**src/design/assert_macros.svh**
```systemverilog
// Assertion helpers shared by the RTL.
`ifndef ASSERT_MACROS_SVH
`define ASSERT_MACROS_SVH

// same-cycle implication, off during reset
`define CTC_ASSERT_IMP(lbl, clk, rst_n, ante, cons) \
    lbl: assert property (@(posedge clk) disable iff (!rst_n) (ante) |-> (cons)) \
        else $error("ctc assertion failed");

// next-cycle implication, off during reset
`define CTC_ASSERT_NXT(lbl, clk, rst_n, ante, cons) \
    lbl: assert property (@(posedge clk) disable iff (!rst_n) (ante) |=> (cons)) \
        else $error("ctc assertion failed");

`endif

```
**src/design/ctc_div.sv**
```systemverilog
`timescale 1ns / 1ps
module ctc_div (
    input  logic        i_clk,
    input  logic        i_en,
    input  logic [63:0] i_num,
    input  logic [31:0] i_den,
    output logic [31:0] o_quo
);

    logic [31:0] r_rem [0:31];
    logic [30:0] r_low [0:31];
    logic [31:0] r_den [0:31];
    logic [30:0] r_q   [0:31];
    logic        r_ovf [0:31];

    // quotient at or above 2^31 only needs to be known as such
    always_ff @(posedge i_clk) begin
        if (i_en) begin
            r_ovf[0] <= i_num[63:31] >= {1'b0, i_den};
            r_rem[0] <= i_num[62:31];
            r_low[0] <= i_num[30:0];
            r_den[0] <= i_den;
            r_q[0]   <= '0;
        end
    end

    for (genvar k = 1; k < 32; k++) begin : g_stage
        logic [32:0] w_cur;
        assign w_cur = {r_rem[k-1], r_low[k-1][30]};

        always_ff @(posedge i_clk) begin
            if (i_en) begin
                if (w_cur >= {1'b0, r_den[k-1]}) begin
                    r_rem[k] <= 32'(w_cur - {1'b0, r_den[k-1]});
                    r_q[k]   <= {r_q[k-1][29:0], 1'b1};
                end else begin
                    r_rem[k] <= w_cur[31:0];
                    r_q[k]   <= {r_q[k-1][29:0], 1'b0};
                end
                r_low[k] <= {r_low[k-1][29:0], 1'b0};
                r_den[k] <= r_den[k-1];
                r_ovf[k] <= r_ovf[k-1];
            end
        end
    end

    assign o_quo = r_ovf[31] ? 32'h8000_0000 : {1'b0, r_q[31]};

endmodule

```
**config.mk**
```make
export PLATFORM = sky130hd
export DESIGN_NAME = ctc_div
export DESIGN_NICKNAME = d
export VERILOG_FILES = /design/src/design/assert_macros.svh /design/src/design/ctc_div.sv
export SDC_FILE = /design/constraint.sdc
export NUM_CORES = 2
export LEC_CHECK = 0
export BUFFER_PORTS_ARGS = -buffer_cell sky130_fd_sc_hd__buf_2
export CELL_PAD_IN_SITES_DETAIL_PLACEMENT = 1
export CELL_PAD_IN_SITES_GLOBAL_PLACEMENT = 2
export CORE_MARGIN = 5
export CORE_UTILIZATION = 41
export CTS_CLUSTER_DIAMETER = 100
export DETAILED_ROUTE_END_ITERATION = 10
export PLACE_DENSITY_LB_ADDON = 0.1
export SYNTH_ARGS = -nofsm -noshare
export SYNTH_HDL_FRONTEND = slang
export SYNTH_SLANG_ARGS = --single-unit
```
**constraint.sdc**
```tcl
create_clock -name i_clk -period 3.4 [get_ports i_clk]
set_clock_uncertainty 0.2 [all_clocks]
set_input_delay 0.17 -clock i_clk [delete_from_list [all_inputs] [get_ports i_clk]]
set_output_delay 0.17 -clock i_clk [all_outputs]
set_load 0.01 [all_outputs]
```
# == Word level (Yosys, flattened, before mapping) ==
# Memory sizes are Yosys's and may differ from the RTL's.
# Cells that the tools add are included.
# totals
mem_bits_rw,4064
in_bits,98
memories,5
register_bits,0
out_inout_bits,32
elab_cells,381
# mem_list
memory,words,width,rd,rd_clocked_by_memory_dff,wr,line,source
r_den,32,32,31,0,32,ctc_div.sv:12,logic [31:0] r_den [0:31];
r_rem,32,32,31,0,32,ctc_div.sv:10,logic [31:0] r_rem [0:31];
r_low,32,31,31,0,32,ctc_div.sv:11,logic [30:0] r_low [0:31];
r_q,32,31,32,0,32,ctc_div.sv:13,logic [30:0] r_q [0:31];
r_ovf,32,1,32,0,32,ctc_div.sv:14,logic r_ovf [0:31];
# classes
addsub,31
bitwise_logic,62
muxes,251
n_lt_le_gt_ge,32
# ops
cell,n
$ge A33 B32 Y1,32
$mux W32,32
$sub A32 B32 Y32,31
$mux W31,31
$mux W1,188
$or A1 B1 Y1,62

# == Longest topological paths before layout ==
# logic_depth
ltp_word,5
depth_mapped,16

# == Worst setup path after synthesis ==
# Ideal clock, no wire load.
# synth_path
path_kind,register -> register
from,"mem r_low[8][30], in the netlist r_low[0][278]"
to,"mem r_rem[9][30], in the netlist r_rem[0][318] (data pin)"
stages_incl_launch_ff,16
synth_period_minus_slack_ns,3.696
setup_slack_ns,-0.296
t_arrival_ns,3.229
required_ns,2.933
cell_sequence,edfxtp_1 inv_1 ha_1 inv_1 fa_1 a21o_1 a221oi_2 a21oi_1 a221oi_2 nor2_1 a311oi_2 o21ai_0 a221oi_1 o21ai_0 xnor2_1 o21ai_0
# synth_rtl
element,line
start: declaration,ctc_div.sv:11
end: declaration,ctc_div.sv:10

==> impl_metrics.toml <==
[worst_setup_path]
crit_fanout = 2
cp_cell_sequence = "inv_2 -> ha_4 -> inv_2 -> fa_2 -> a21oi_4 -> o22ai_2 -> or4_4 -> a21boi_4 -> o41a_4 -> o21ai_2 -> a221o_1 -> a221o_1 -> a21oi_2 -> xnor2_2 -> mux2_4"
crit_type = "flip-flop to flip-flop"
startpoint_type = "flip-flop"
cp_slowest_cell = "or4_4"
crit_path_max_incr_delay_ns = 0.45
crit_required_ns = 3.85
arrival_ns = 4.35
end_kind = "flip-flop"

[route]
via_per_inst = 5.23
routed_wl_um = 488000
firstDrtPassIters = 8
drt_iter0_markers = 6041
drc_errors = 0
vias = 112000
wl_per_cell_um = 22.9
final_antenna_net_count = 0

[placed_design]
portBuffers = 129
dp_slack_ns = -0.883
dp.cells = 19900
place_hpwl_um = 349000
gp_congestion = 0.909

[clocking]
worstSkewPairLatency_ns = 0.96
cts_buffers = 342
clockBufferDepth = 4
cts.clk_slew.worst_paths_ns = 0.07
cts-root-buf = "clkbuf_16"
cts_tree = "yes"
numClockSinks = 3008
h-tree-depth = 5

[global_route]
grt_pass1_vias = 117000
grt_remaining_overflow = 0
grt_usage_pct = 23.4
antenna_found_initial = 15
grt_pass1_wl_um = 706000
grt_max_degree = 162

[sta]
period_share_pct = 115
holdWs_ns = 0.145
finalWorstSetupSlack_ns = -0.494
worstMarginPinSlew_ns = 1.05
fmax_ghz = 0.257
rsz0062_at_grt = "yes"
maxSlewHeadroom_pct = 30.2
hold_viol_final = 0
slew_violations = 0
finalSetupViolCount = 829
min_period_ns = 3.89

[job]
cap_violations = 0

[final_layout]
final_nets = 17200
layout-drive-gt1-share_pct = 33.5
fillCellCount = 38000
final_cells = 21400
area_delta_synth_final_pct = 35.9
fin_util_pct = 55.9

[status]
violations = "negative setup slack"
outcome = "complete, but fails checks"

[power]
power_density_mw_per_mm2 = 942
ir_worst_vdd_uv = 463
leakagePower_uw = 0.0873
power.total_uw = 196000

[logic_synthesis]
synth_cells = 12500
synthFlopType = "edfxtp_1"
yosys-top-cells-count = "3007 x edfxtp_1, 1261 x inv_1, 1024 x a21oi_1, 1024 x ha_1, 799 x nand2_1"
yosysMostFrequentCell = "edfxtp_1"
yosysTopAreaCellShare_pct = 59.0
ys_warn_count = 0
syn-num-nets = 13700
seq_area_frac_synth_pct = 59.0
synth_enable_flop_cells = 3007
ys_types = 99
netlist_area_mm2 = 0.153
avgSynthCellArea_um2 = 12.2
synth_async_sr_flop_share_pct = 0
synth_area_leaders = "edfxtp_1 59%, ha_1 8.4%, a21oi_1 3.3%"
ys_seq_elements = 3008
synth_area_leader_cell = "edfxtp_1"

[floorplan]
die-area_mm2 = 0.386
rows = 224
die_w_um = 621
io_pins = 130
core_area_mm2 = 0.372
initial_core_util_pct = 41.1
fp.dieH_um = 621

[hold_path]
hp-class = "primary input to flip-flop"
[placed cells by master (no fill, tap or decap), types with 120 or more instances in the layout]
| master | instances |
|---|---|
| mux2_2 | 155 |
| xnor2_1 | 475 |
| ha_1 | 872 |
| nor2b_1 | 141 |
| a21o_1 | 524 |
| edfxtp_1 | 3007 |
| nand2_1 | 702 |
| buf_4 | 2850 |
| buf_6 | 127 |
| buf_2 | 128 |
| nand2b_1 | 120 |
| clkbuf_16 | 395 |
| a21oi_1 | 802 |
| a21oi_2 | 173 |
| ha_4 | 127 |
| inv_1 | 1183 |
| dlygate4sd3_1 | 193 |
| o21ai_0 | 527 |
| o21ai_2 | 130 |
| xor2_1 | 331 |
| nand4_1 | 162 |
| mux2_4 | 225 |
| nor2_1 | 562 |
| nand3_1 | 158 |
[layer usage]
layer	share of wire, %	track usage [%]
met5	0	0
met4	2.5	5.62
met3	3.1	2.46
met2	51	42.2
met1	43	30.1
[per-stage QoR]
stage	TNS [ns]	area (µm²)
2_1_floorplan	-3.35	154000
3_3_place_gp	-297.25	180000
3_5_place_dp	-351.74	180000
4_1_cts	-179.05	198000
5_1_grt	-253.21	208000
6_report	-150.00	208000
[final timing paths]
check | startpoint | end | slack [ns] | depth (start not counted)
setup / recovery | r_low[1][154]$_DFFE_PP_ | r_rem[1][190]$_DFFE_PP_ | -0.49 | 15
hold / removal | i_en | r_low[0][44]$_DFFE_PP_ | 0.14 | 2
setup reg to reg | r_low[1][154]$_DFFE_PP_ | r_rem[1][190]$_DFFE_PP_ | -0.49 | 15
hold reg to reg | r_q[1][134]$_DFFE_PP_ | r_q[1][166]$_DFFE_PP_ | 0.16 | 0
[critical path: cells and delay by family (launching register included)]
kind                     cells  cell delay, ns
XOR/XNOR                     1            0.09
AND/OR/NAND/NOR              1            0.45
flip-flops                   1            0.39
buffers and inverters        2            0.13
adder cells (fa/ha/maj)      2            0.51
multiplexers                 1            0.26
AO/OA/AOI/OAI                8            1.57
[area by class of cell]
cell class	instances	area [µm²]	share of cell area (%)
Sequential cell	3008	90300	43.4
Multi-Input combinational cell	7962	65500	31.5
Timing Repair Buffer	3506	29700	14.3
Clock buffer	389	8780	4.22
Tap cell	4972	6220	2.99
Inverter	1263	4750	2.28
Clock inverter	233	2720	1.31
Antenna cell	19	47.5	0.0228
[power by group]
part	switching, µW	internal, µW
Clock	15800	22300
Combinational	48400	50200
Sequential	6680	52600
Total	70800	125000
[sequential cells by signal, summed over array words and instances, names as in the netlist]
signal  count
r_ovf      32
r_q       496
r_den     992
r_low     496
r_rem     992
[repair_timing]
| item | 4_1_cts | 5_1_grt |
|---|---|---|
| buffers inserted | 209 | 369 |
| pin swaps | 226 | 605 |
| endpoints found under the setup margin | 987 | 985 |
| hold buffers | 193 | 0 |
| cloned | 19 | 70 |
| endpoints found under the hold margin | 419 | 0 |
| resized for setup | 554 | 1585 |
[cells by family (layout without fill, tap and decap cells)]
logic type	after synthesis	after routing	share of synthesized area [%]
fa+ha+maj	1054	1054	8.76
compound gates	3149	3150	12.8
flops	3008	3008	59.0
simple gates	2538	2538	7.91
other cells	0	19	0
xor+xnor	821	821	4.70
mux	399	399	2.98
buf+inv	1554	5391	3.91
Power figures use the tool's default switching activity.
